===== src/rtl/core/rgb2g_pkg.sv =====
// Shared types and constants for the RGB-to-gray converter.
// Holds the method codes, config register indexes, weights and posterize tables.
// No dependencies.
package rgb2g_pkg;

    typedef enum logic [3:0] {
        M_MEAN      = 4'd0,
        M_W601      = 4'd1,
        M_REC709    = 4'd2,
        M_LIGHTNESS = 4'd3,
        M_MAX       = 4'd4,
        M_MIN       = 4'd5,
        M_BLUE      = 4'd6,
        M_GREEN     = 4'd7,
        M_RED       = 4'd8,
        M_POSTERIZE = 4'd9
    } t_gray_method;

    // configuration register indexes
    localparam int unsigned CFG_INDEX_W     = 4;
    localparam int unsigned CFG_DATA_W      = 9;
    localparam logic [CFG_INDEX_W-1:0] CFG_GRAY_METHOD = 4'd0;
    localparam logic [CFG_INDEX_W-1:0] CFG_SHADE_COUNT = 4'd1;

    localparam t_gray_method    METHOD_RESET = M_MEAN;
    localparam logic [8:0]      SHADE_RESET  = 9'd40;

    // 16-bit fractions, each set sums to 65536
    localparam logic [15:0] W601_B = 16'd7209;
    localparam logic [15:0] W601_G = 16'd38666;
    localparam logic [15:0] W601_R = 16'd19661;
    localparam logic [15:0] W709_B = 16'd4732;
    localparam logic [15:0] W709_G = 16'd46871;
    localparam logic [15:0] W709_R = 16'd13933;

    // x/3 == (x*683) >> 11 for x <= 765
    localparam logic [9:0] MEAN_RECIP = 10'd683;

    // posterize step f and ceil(65536/f); (m*recip)>>16 == m/f for m,f <= 255
    typedef struct packed {
        logic [7:0]  factor;
        logic [16:0] recip;
    } t_post;

    // d = clamped shade count minus one (1..255); f = 255/d
    function automatic t_post post_lookup(input logic [7:0] d);
        t_post res;
        case (d) inside
            [8'd128:8'd255]: res = '{8'd1,   17'((65536 + 0) / 1)};
            [8'd86:8'd127]:  res = '{8'd2,   17'((65536 + 1) / 2)};
            [8'd64:8'd85]:   res = '{8'd3,   17'((65536 + 2) / 3)};
            [8'd52:8'd63]:   res = '{8'd4,   17'((65536 + 3) / 4)};
            [8'd43:8'd51]:   res = '{8'd5,   17'((65536 + 4) / 5)};
            [8'd37:8'd42]:   res = '{8'd6,   17'((65536 + 5) / 6)};
            [8'd32:8'd36]:   res = '{8'd7,   17'((65536 + 6) / 7)};
            [8'd29:8'd31]:   res = '{8'd8,   17'((65536 + 7) / 8)};
            [8'd26:8'd28]:   res = '{8'd9,   17'((65536 + 8) / 9)};
            [8'd24:8'd25]:   res = '{8'd10,  17'((65536 + 9) / 10)};
            [8'd22:8'd23]:   res = '{8'd11,  17'((65536 + 10) / 11)};
            [8'd20:8'd21]:   res = '{8'd12,  17'((65536 + 11) / 12)};
            8'd19:           res = '{8'd13,  17'((65536 + 12) / 13)};
            8'd18:           res = '{8'd14,  17'((65536 + 13) / 14)};
            [8'd16:8'd17]:   res = '{8'd15,  17'((65536 + 14) / 15)};
            8'd15:           res = '{8'd17,  17'((65536 + 16) / 17)};
            8'd14:           res = '{8'd18,  17'((65536 + 17) / 18)};
            8'd13:           res = '{8'd19,  17'((65536 + 18) / 19)};
            8'd12:           res = '{8'd21,  17'((65536 + 20) / 21)};
            8'd11:           res = '{8'd23,  17'((65536 + 22) / 23)};
            8'd10:           res = '{8'd25,  17'((65536 + 24) / 25)};
            8'd9:            res = '{8'd28,  17'((65536 + 27) / 28)};
            8'd8:            res = '{8'd31,  17'((65536 + 30) / 31)};
            8'd7:            res = '{8'd36,  17'((65536 + 35) / 36)};
            8'd6:            res = '{8'd42,  17'((65536 + 41) / 42)};
            8'd5:            res = '{8'd51,  17'((65536 + 50) / 51)};
            8'd4:            res = '{8'd63,  17'((65536 + 62) / 63)};
            8'd3:            res = '{8'd85,  17'((65536 + 84) / 85)};
            8'd2:            res = '{8'd127, 17'((65536 + 126) / 127)};
            default:         res = '{8'd255, 17'((65536 + 254) / 255)};
        endcase
        return res;
    endfunction

endpackage


===== src/rtl/core/rgb_to_gray_multi_method.sv =====
// RGB-to-gray converter top level: six-stage pipeline with a plain config port.
// Depends on rgb2g_pkg for method codes, weights and the posterize table.
//
// Takes one blue/green/red pixel per transaction and returns one 8-bit gray
// value per transaction, in order. gray_method picks the conversion: truncated
// mean, 0.11/0.59/0.3 weighting, Rec.709 weighting, lightness (max+min)/2,
// max, min, blue, green, red, or posterization of the mean (codes 10..15 give
// 0). shade_count sets the posterize levels (below 2 acts as 2, above 256 as
// 256). Throughput is one pixel per clock while the output is not stalled by
// i_ready. Each pixel passes through the six register stages (sum, max/min
// and posterize table lookup; weight and mean reciprocal multiplies; weight
// sum; posterize quotient multiply; quotient-times-step multiply; output
// select). o_ready follows i_ready combinationally through the stage-occupancy
// chain, so any empty stage absorbs a new pixel while the output waits. Config
// writes take effect for pixels accepted after the write and must only happen
// while the pipe is empty.
module rgb_to_gray_multi_method (
    input  logic                                i_clk,
    input  logic                                i_rst_n,
    // config port
    input  logic                                i_cfg_wr_en,
    input  logic [rgb2g_pkg::CFG_INDEX_W-1:0]   i_cfg_index,
    input  logic [rgb2g_pkg::CFG_DATA_W-1:0]    i_cfg_data,
    // pixel input
    input  logic                                i_valid,
    output logic                                o_ready,
    input  logic [7:0]                          i_blue,
    input  logic [7:0]                          i_green,
    input  logic [7:0]                          i_red,
    // gray output
    output logic                                o_valid,
    input  logic                                i_ready,
    output logic [7:0]                          o_gray
);

    // ---------------- configuration registers ----------------
    rgb2g_pkg::t_gray_method r_method;
    logic [8:0]              r_shade;

    always_ff @(posedge i_clk) begin
        if (!i_rst_n) begin
            r_method <= rgb2g_pkg::METHOD_RESET;
            r_shade  <= rgb2g_pkg::SHADE_RESET;
        end else if (i_cfg_wr_en) begin
            if (i_cfg_index == rgb2g_pkg::CFG_GRAY_METHOD) begin
                r_method <= rgb2g_pkg::t_gray_method'(i_cfg_data[3:0]);
            end else if (i_cfg_index == rgb2g_pkg::CFG_SHADE_COUNT) begin
                r_shade <= i_cfg_data;
            end
        end
    end

    // ---------------- stage enables ----------------
    // A stage loads when it is empty or its content moves on.
    logic r_v1, r_v2, r_v3, r_v4, r_v5, r_v6;
    logic w_en1, w_en2, w_en3, w_en4, w_en5, w_en6;

    assign w_en6   = !r_v6 || i_ready;
    assign w_en5   = !r_v5 || w_en6;
    assign w_en4   = !r_v4 || w_en5;
    assign w_en3   = !r_v3 || w_en4;
    assign w_en2   = !r_v2 || w_en3;
    assign w_en1   = !r_v1 || w_en2;
    assign o_ready = w_en1;
    assign o_valid = r_v6;

    always_ff @(posedge i_clk) begin
        if (!i_rst_n) begin
            r_v1 <= 1'b0;
            r_v2 <= 1'b0;
            r_v3 <= 1'b0;
            r_v4 <= 1'b0;
            r_v5 <= 1'b0;
            r_v6 <= 1'b0;
        end else begin
            if (w_en1) r_v1 <= i_valid;
            if (w_en2) r_v2 <= r_v1;
            if (w_en3) r_v3 <= r_v2;
            if (w_en4) r_v4 <= r_v3;
            if (w_en5) r_v5 <= r_v4;
            if (w_en6) r_v6 <= r_v5;
        end
    end

    // ---------------- stage 1: sum, max, min, posterize table ----------------
    logic [7:0]  w_max, w_min, w_d;
    rgb2g_pkg::t_post w_post;

    always_comb begin
        w_max = i_blue;
        if (i_green > w_max) w_max = i_green;
        if (i_red   > w_max) w_max = i_red;
        w_min = i_blue;
        if (i_green < w_min) w_min = i_green;
        if (i_red   < w_min) w_min = i_red;
        // shade count clamped to 2..256, minus one
        if (r_shade < 9'd2) begin
            w_d = 8'd1;
        end else if (r_shade > 9'd256) begin
            w_d = 8'd255;
        end else begin
            w_d = 8'(r_shade - 9'd1);
        end
        w_post = rgb2g_pkg::post_lookup(w_d);
    end

    logic [7:0]  r1_b, r1_g, r1_r, r1_max, r1_min, r1_f;
    logic [9:0]  r1_sum;
    logic [16:0] r1_recip;
    rgb2g_pkg::t_gray_method r1_method;

    always_ff @(posedge i_clk) begin
        if (w_en1) begin
            r1_b      <= i_blue;
            r1_g      <= i_green;
            r1_r      <= i_red;
            r1_max    <= w_max;
            r1_min    <= w_min;
            r1_sum    <= 10'(i_blue) + 10'(i_green) + 10'(i_red);
            r1_method <= r_method;
            r1_f      <= w_post.factor;
            r1_recip  <= w_post.recip;
        end
    end

    // ---------------- stage 2: weight products, mean product ----------------
    logic [15:0] w_wb, w_wg, w_wr;

    always_comb begin
        if (r1_method == rgb2g_pkg::M_REC709) begin
            w_wb = rgb2g_pkg::W709_B;
            w_wg = rgb2g_pkg::W709_G;
            w_wr = rgb2g_pkg::W709_R;
        end else begin
            w_wb = rgb2g_pkg::W601_B;
            w_wg = rgb2g_pkg::W601_G;
            w_wr = rgb2g_pkg::W601_R;
        end
    end

    logic [23:0] r2_pb, r2_pg, r2_pr;
    logic [19:0] r2_mprod;
    logic [7:0]  r2_b, r2_g, r2_r, r2_max, r2_min, r2_f;
    logic [16:0] r2_recip;
    rgb2g_pkg::t_gray_method r2_method;

    always_ff @(posedge i_clk) begin
        if (w_en2) begin
            r2_pb     <= 24'(w_wb) * 24'(r1_b);
            r2_pg     <= 24'(w_wg) * 24'(r1_g);
            r2_pr     <= 24'(w_wr) * 24'(r1_r);
            r2_mprod  <= 20'(r1_sum) * 20'(rgb2g_pkg::MEAN_RECIP);
            r2_b      <= r1_b;
            r2_g      <= r1_g;
            r2_r      <= r1_r;
            r2_max    <= r1_max;
            r2_min    <= r1_min;
            r2_f      <= r1_f;
            r2_recip  <= r1_recip;
            r2_method <= r1_method;
        end
    end

    // ---------------- stage 3: weighted sum, mean ----------------
    // weights sum to 65536, so the total stays below 2^24
    logic [23:0] w_wsum;
    assign w_wsum = r2_pb + r2_pg + r2_pr;

    logic [7:0]  r3_wgray, r3_mean, r3_b, r3_g, r3_r, r3_max, r3_min, r3_f;
    logic [16:0] r3_recip;
    rgb2g_pkg::t_gray_method r3_method;

    always_ff @(posedge i_clk) begin
        if (w_en3) begin
            r3_wgray  <= w_wsum[23:16];
            r3_mean   <= r2_mprod[18:11];
            r3_b      <= r2_b;
            r3_g      <= r2_g;
            r3_r      <= r2_r;
            r3_max    <= r2_max;
            r3_min    <= r2_min;
            r3_f      <= r2_f;
            r3_recip  <= r2_recip;
            r3_method <= r2_method;
        end
    end

    // ---------------- stage 4: posterize quotient product ----------------
    logic [24:0] r4_qprod;
    logic [7:0]  r4_wgray, r4_mean, r4_b, r4_g, r4_r, r4_max, r4_min, r4_f;
    rgb2g_pkg::t_gray_method r4_method;

    always_ff @(posedge i_clk) begin
        if (w_en4) begin
            r4_qprod  <= 25'(r3_mean) * 25'(r3_recip);
            r4_wgray  <= r3_wgray;
            r4_mean   <= r3_mean;
            r4_b      <= r3_b;
            r4_g      <= r3_g;
            r4_r      <= r3_r;
            r4_max    <= r3_max;
            r4_min    <= r3_min;
            r4_f      <= r3_f;
            r4_method <= r3_method;
        end
    end

    // ---------------- stage 5: quotient times step ----------------
    // quotient is at most the mean, so bits above 23 are zero
    logic [15:0] r5_qf;
    logic [7:0]  r5_wgray, r5_mean, r5_b, r5_g, r5_r, r5_max, r5_min, r5_f;
    rgb2g_pkg::t_gray_method r5_method;

    always_ff @(posedge i_clk) begin
        if (w_en5) begin
            r5_qf     <= 16'(r4_qprod[23:16]) * 16'(r4_f);
            r5_wgray  <= r4_wgray;
            r5_mean   <= r4_mean;
            r5_b      <= r4_b;
            r5_g      <= r4_g;
            r5_r      <= r4_r;
            r5_max    <= r4_max;
            r5_min    <= r4_min;
            r5_f      <= r4_f;
            r5_method <= r4_method;
        end
    end

    // ---------------- stage 6: method select, output register ----------------
    logic [8:0] w_light, w_post_sum;
    logic [7:0] n_gray, r_gray;

    always_comb begin
        w_light    = 9'(r5_max) + 9'(r5_min);
        // q*f never exceeds the mean, so 9 bits hold q*f + f/2
        w_post_sum = 9'(r5_qf) + 9'(r5_f >> 1);
        case (r5_method)
            rgb2g_pkg::M_MEAN:      n_gray = r5_mean;
            rgb2g_pkg::M_W601:      n_gray = r5_wgray;
            rgb2g_pkg::M_REC709:    n_gray = r5_wgray;
            rgb2g_pkg::M_LIGHTNESS: n_gray = w_light[8:1];
            rgb2g_pkg::M_MAX:       n_gray = r5_max;
            rgb2g_pkg::M_MIN:       n_gray = r5_min;
            rgb2g_pkg::M_BLUE:      n_gray = r5_b;
            rgb2g_pkg::M_GREEN:     n_gray = r5_g;
            rgb2g_pkg::M_RED:       n_gray = r5_r;
            rgb2g_pkg::M_POSTERIZE: n_gray = w_post_sum[8] ? 8'd255 : w_post_sum[7:0];
            default:                n_gray = 8'd0;
        endcase
    end

    always_ff @(posedge i_clk) begin
        if (w_en6) begin
            r_gray <= n_gray;
        end
    end

    assign o_gray = r_gray;

endmodule


===== config.mk =====
export PLATFORM = sky130hd
export DESIGN_NAME = rgb_to_gray_multi_method
export DESIGN_NICKNAME = d
export VERILOG_FILES = /design/src/rtl/core/rgb2g_pkg.sv /design/src/rtl/core/rgb_to_gray_multi_method.sv
export SDC_FILE = /design/constraint.sdc
export NUM_CORES = 1
export LEC_CHECK = 0
export BUFFER_PORTS_ARGS = -buffer_cell sky130_fd_sc_hd__buf_2
export CORE_ASPECT_RATIO = 1.2
export CORE_MARGIN = 5
export CORE_UTILIZATION = 55
export DETAILED_ROUTE_END_ITERATION = 7
export GPL_ROUTABILITY_DRIVEN = 0
export HOLD_SLACK_MARGIN = 0.15
export PLACE_DENSITY = 0.82
export SYNTH_ARGS = -nofsm -noshare
export SYNTH_HDL_FRONTEND = slang
export SYNTH_SLANG_ARGS = --single-unit

===== constraint.sdc =====
create_clock -name i_clk -period 7.51 [get_ports i_clk]
set_input_delay 1.1265 -clock i_clk [delete_from_list [all_inputs] [get_ports i_clk]]
set_output_delay 1.1265 -clock i_clk [all_outputs]
set_load 0.02 [all_outputs]

==> impl_metrics.py <==
metrics = {
    "critical_path": {
        "crit_chain": "or4b_2 -> nor2_1 -> fa_1 -> ha_1 -> inv_1 -> fa_1 -> inv_1 -> fa_1 -> ha_1 -> a21oi_1 -> o21ai_0 -> a2111oi_1 -> o31ai_1 -> o211a_1 -> o21a_1 -> o41ai_1 -> xnor2_1",
        "crit_fanout": 25,
        "crit_slowest_cell": "or4b_2",
        "crit_arrival_ns": 6.80,
        "required_ns": 7.83,
        "cp_slowest_stage_delay_ns": 0.99,
        "start_kind": "flip-flop",
        "path_class": "reg2reg",
        "cp_top_family": "compound AO/OA/AOI/OAI gates",
        "crit_top_cell": "fa_1",
        "reg2reg_setup_slack_ns": 1.03,
        "end_kind": "flip-flop",
        "path_buf_inv": 2,
    },
    "detailed_routing": {
        "initialDrtViolationCount": 1763,
        "first_pass_iters": 7,
        "routed_wl_um": 70930,
        "post-route-drc-count": 0,
        "dr_total_vias": 20760,
        "drtAntennaViolNets": 0,
        "wl_per_cell_um": 19.66,
        "via_per_inst": 5.753,
    },
    "yosys": {
        "yosys_warnings": 0,
        "syn_avg_cell_area_sq_um": 12.44,
        "syn-cell-area_sq_mm": 0.03339,
        "synth_area_leaders": "edfxtp_1 42%, fa_1 18%, ha_1 14%",
        "syn_inst": 2685,
        "synth_edf_count": 470,
        "ys_seq_elements": 489,
        "ys_seq_area_share_pct": 43.40,
        "synth_ff_type": "edfxtp_1",
        "netlist.area_leader.share_pct": 42.26,
        "synthArstFlopShare_pct": 0,
        "yosys.area.top_type": "edfxtp_1",
        "yosysUniqueCellTypes": 91,
    },
    "placed_design": {
        "dpl_cell_area_sq_mm": 0.03462,
        "pre_cts_slack_ns": 1.177,
        "dp_hpwl_um": 53480,
        "placed_cells": 3520,
        "port-buffer-count": 51,
    },
    "global_routing": {
        "grt_pass1_vias": 22450,
        "grt_max_degree": 86,
        "grt_antenna_before_repair": 0,
        "grt_pass1_wl_um": 115300,
        "grt_remaining_overflow": 0,
        "track_usage_pct": 21.73,
    },
    "floorplanning": {
        "pin_count": 52,
        "coreArea_sq_mm": 0.06045,
        "initial_utilization_pct": 55.24,
        "rows": 99,
        "fp.dieW_um": 234.9,
        "dieArea_sq_mm": 0.06576,
        "die-height_um": 279.9,
    },
    "clock_tree": {
        "cts_tree": "yes",
        "root_buffer": "clkbuf_16",
        "cts_buffer_depth": 3,
        "clkSlewWorstSetupHoldPaths_ns": 0.07,
        "clock_sinks": 489,
        "cts_hold_buffers": 0,
        "htree_num_levels": 2,
        "clkLatencyLatePin_ns": 0.60,
        "cts_setup_buffers": 0,
        "post_cts_resized": 0,
        "cts_made_buffers": 47,
    },
    "sta": {
        "max_slew.worst_pin.slew_ns": 1.140,
        "min_period_ns": 6.477,
        "period_share_pct": 86.24,
        "worst_slack_ns": 1.033,
        "slew_viol_final": 0,
        "rsz0062_at_grt": "false",
        "fin_worst_skew_ns": 0.02702,
        "max_clock_freq_mhz": 154.4,
        "setup_viol": 0,
        "maxSlewHeadroom_pct": 23.29,
        "final_hold_viol_count": 0,
        "fin_setup_tns_ns": 0,
    },
    "layout": {
        "fin_nets": 3459,
        "final_cell_mix": "470 x edfxtp_1, 417 x inv_1, 363 x ha_1",
        "final_cells": 3608,
        "syn2layout_area_growth_pct": 8.363,
        "layout-drive-gt1-share_pct": 6.217,
        "design_area_sq_mm": 0.03619,
        "final_common_cell": "edfxtp_1",
    },
    "pwr": {
        "fin_total_pwr_mw": 16.12,
        "vdd_drop_max_uv": 491.5,
        "power.density_mw_per_mm2": 445.5,
        "power_leakage_nw": 16.21,
    },
    "min_path": {
        "hp-class": "reg2reg",
    },
    "flow_run": {
        "maxCapViolCount": 0,
    },
    "status": {
        "status": "finished clean",
    },
}
==> final cells by class <==
cell class / count / area [sq um]
antenna: 1 / 2.502
clock buffer: 52 / 1216
clock inverter: 35 / 346.6
fill: 4475 / 24260
inverter: 419 / 1574
multi-input combinational: 1747 / 17240
sequential: 489 / 14490
tap: 808 / 1011
timing repair buffer: 57 / 300.3
==> worst paths after layout <==
path	depth (start not counted)	start	to
worst max-delay path	17	r1_method[0]$_DFFE_PP_	r2_pb[21]$_DFFE_PP_
worst min-delay path	0	r4_min[0]$_DFFE_PP_	r5_min[0]$_DFFE_PP_
worst max register to register	17	r1_method[0]$_DFFE_PP_	r2_pb[21]$_DFFE_PP_
worst min register to register	0	r4_min[0]$_DFFE_PP_	r5_min[0]$_DFFE_PP_
==> power by group <==
group          total [mW]  internal [mW]  switching [mW]  leakage (nW)
Clock                2.38           1.33            1.05         0.752
Sequential           4.53           3.99           0.548          5.22
Combinational        9.20           4.08            5.12          10.2
==> synthesized netlist by cell type (6+ instances only) <==
| cell | instances |
|---|---|
| or3_1 | 8 |
| o21ai_0 | 65 |
| nand2b_1 | 14 |
| o21bai_1 | 18 |
| mux2i_1 | 49 |
| nor4_1 | 10 |
| a21o_1 | 30 |
| ha_1 | 363 |
| o2111ai_1 | 7 |
| or2_2 | 11 |
| edfxtp_1 | 470 |
| nand3_1 | 32 |
| a21oi_1 | 91 |
| nor2b_1 | 34 |
| inv_1 | 419 |
| nand4_1 | 13 |
| and2_1 | 123 |
| nand2_1 | 153 |
| nor3_1 | 37 |
| a2111oi_0 | 6 |
| a21boi_0 | 8 |
| o21ai_1 | 7 |
| clkbuf_1 | 34 |
| nor2_1 | 107 |
| xnor2_1 | 85 |
| o21a_1 | 28 |
| fa_1 | 293 |
| xor2_1 | 23 |
| dfxtp_1 | 19 |
| a211oi_1 | 6 |
| mux2_2 | 6 |
==> per-layer routing <==
layer	vias up	wire, um	GRT usage [%]
met5	-	0	0
met4	0	3516	9.780
met2	898	36550	38.94
met3	280	4869	3.161
li1	9366	-	-
met1	10210	25990	26.22
==> cells by family (layout without fill, tap and decap cells) <==
family,after synthesis,after routing,share of synthesized area (%)
adders and majority gates,657,657,31.20
other,2,14,0.02249
DFF,489,489,43.40
and+or+nand+nor,573,573,8.824
xor gates and xnor gates,109,109,2.881
buffers and inverters,460,563,5.189
muxes,56,56,1.739
AOI/OAI and AO/OA,339,339,6.745
==> state kept, by name, indices dropped and copies added, names as in the netlist, 9 cells and up <==
register	flops
r1_recip	17
r1_sum	10
r2_pb	23
r2_pg	24
r2_pr	24
r2_recip	17
r3_recip	17
r5_qf	9
r_shade	9
==> per-stage QoR <==
step / util (%) / hold slack (ns)
3_5_place_dp: 57.27 / 0.4045
6_report: 59.86 / 0.4099
4_1_cts: 59.86 / 0.4076
3_3_place_gp: 57.27 / 0.4007
2_1_floorplan: - / 0.4003
5_1_grt: 59.86 / 0.4188
==> worst register-to-register path, delay by kind of cell, from the launching register on <==
| family | cells | cell delay (ns) |
|---|---|---|
| buffers and inverters | 2 | 0.10 |
| xor gates and xnor gates | 1 | 0.11 |
| and+or+nand+nor | 2 | 1.38 |
| AOI/OAI and AO/OA | 7 | 2.11 |
| DFF | 1 | 0.44 |
| adders and majority gates | 5 | 2.07 |
No activity file was read; power rests on OpenSTA's default activity.
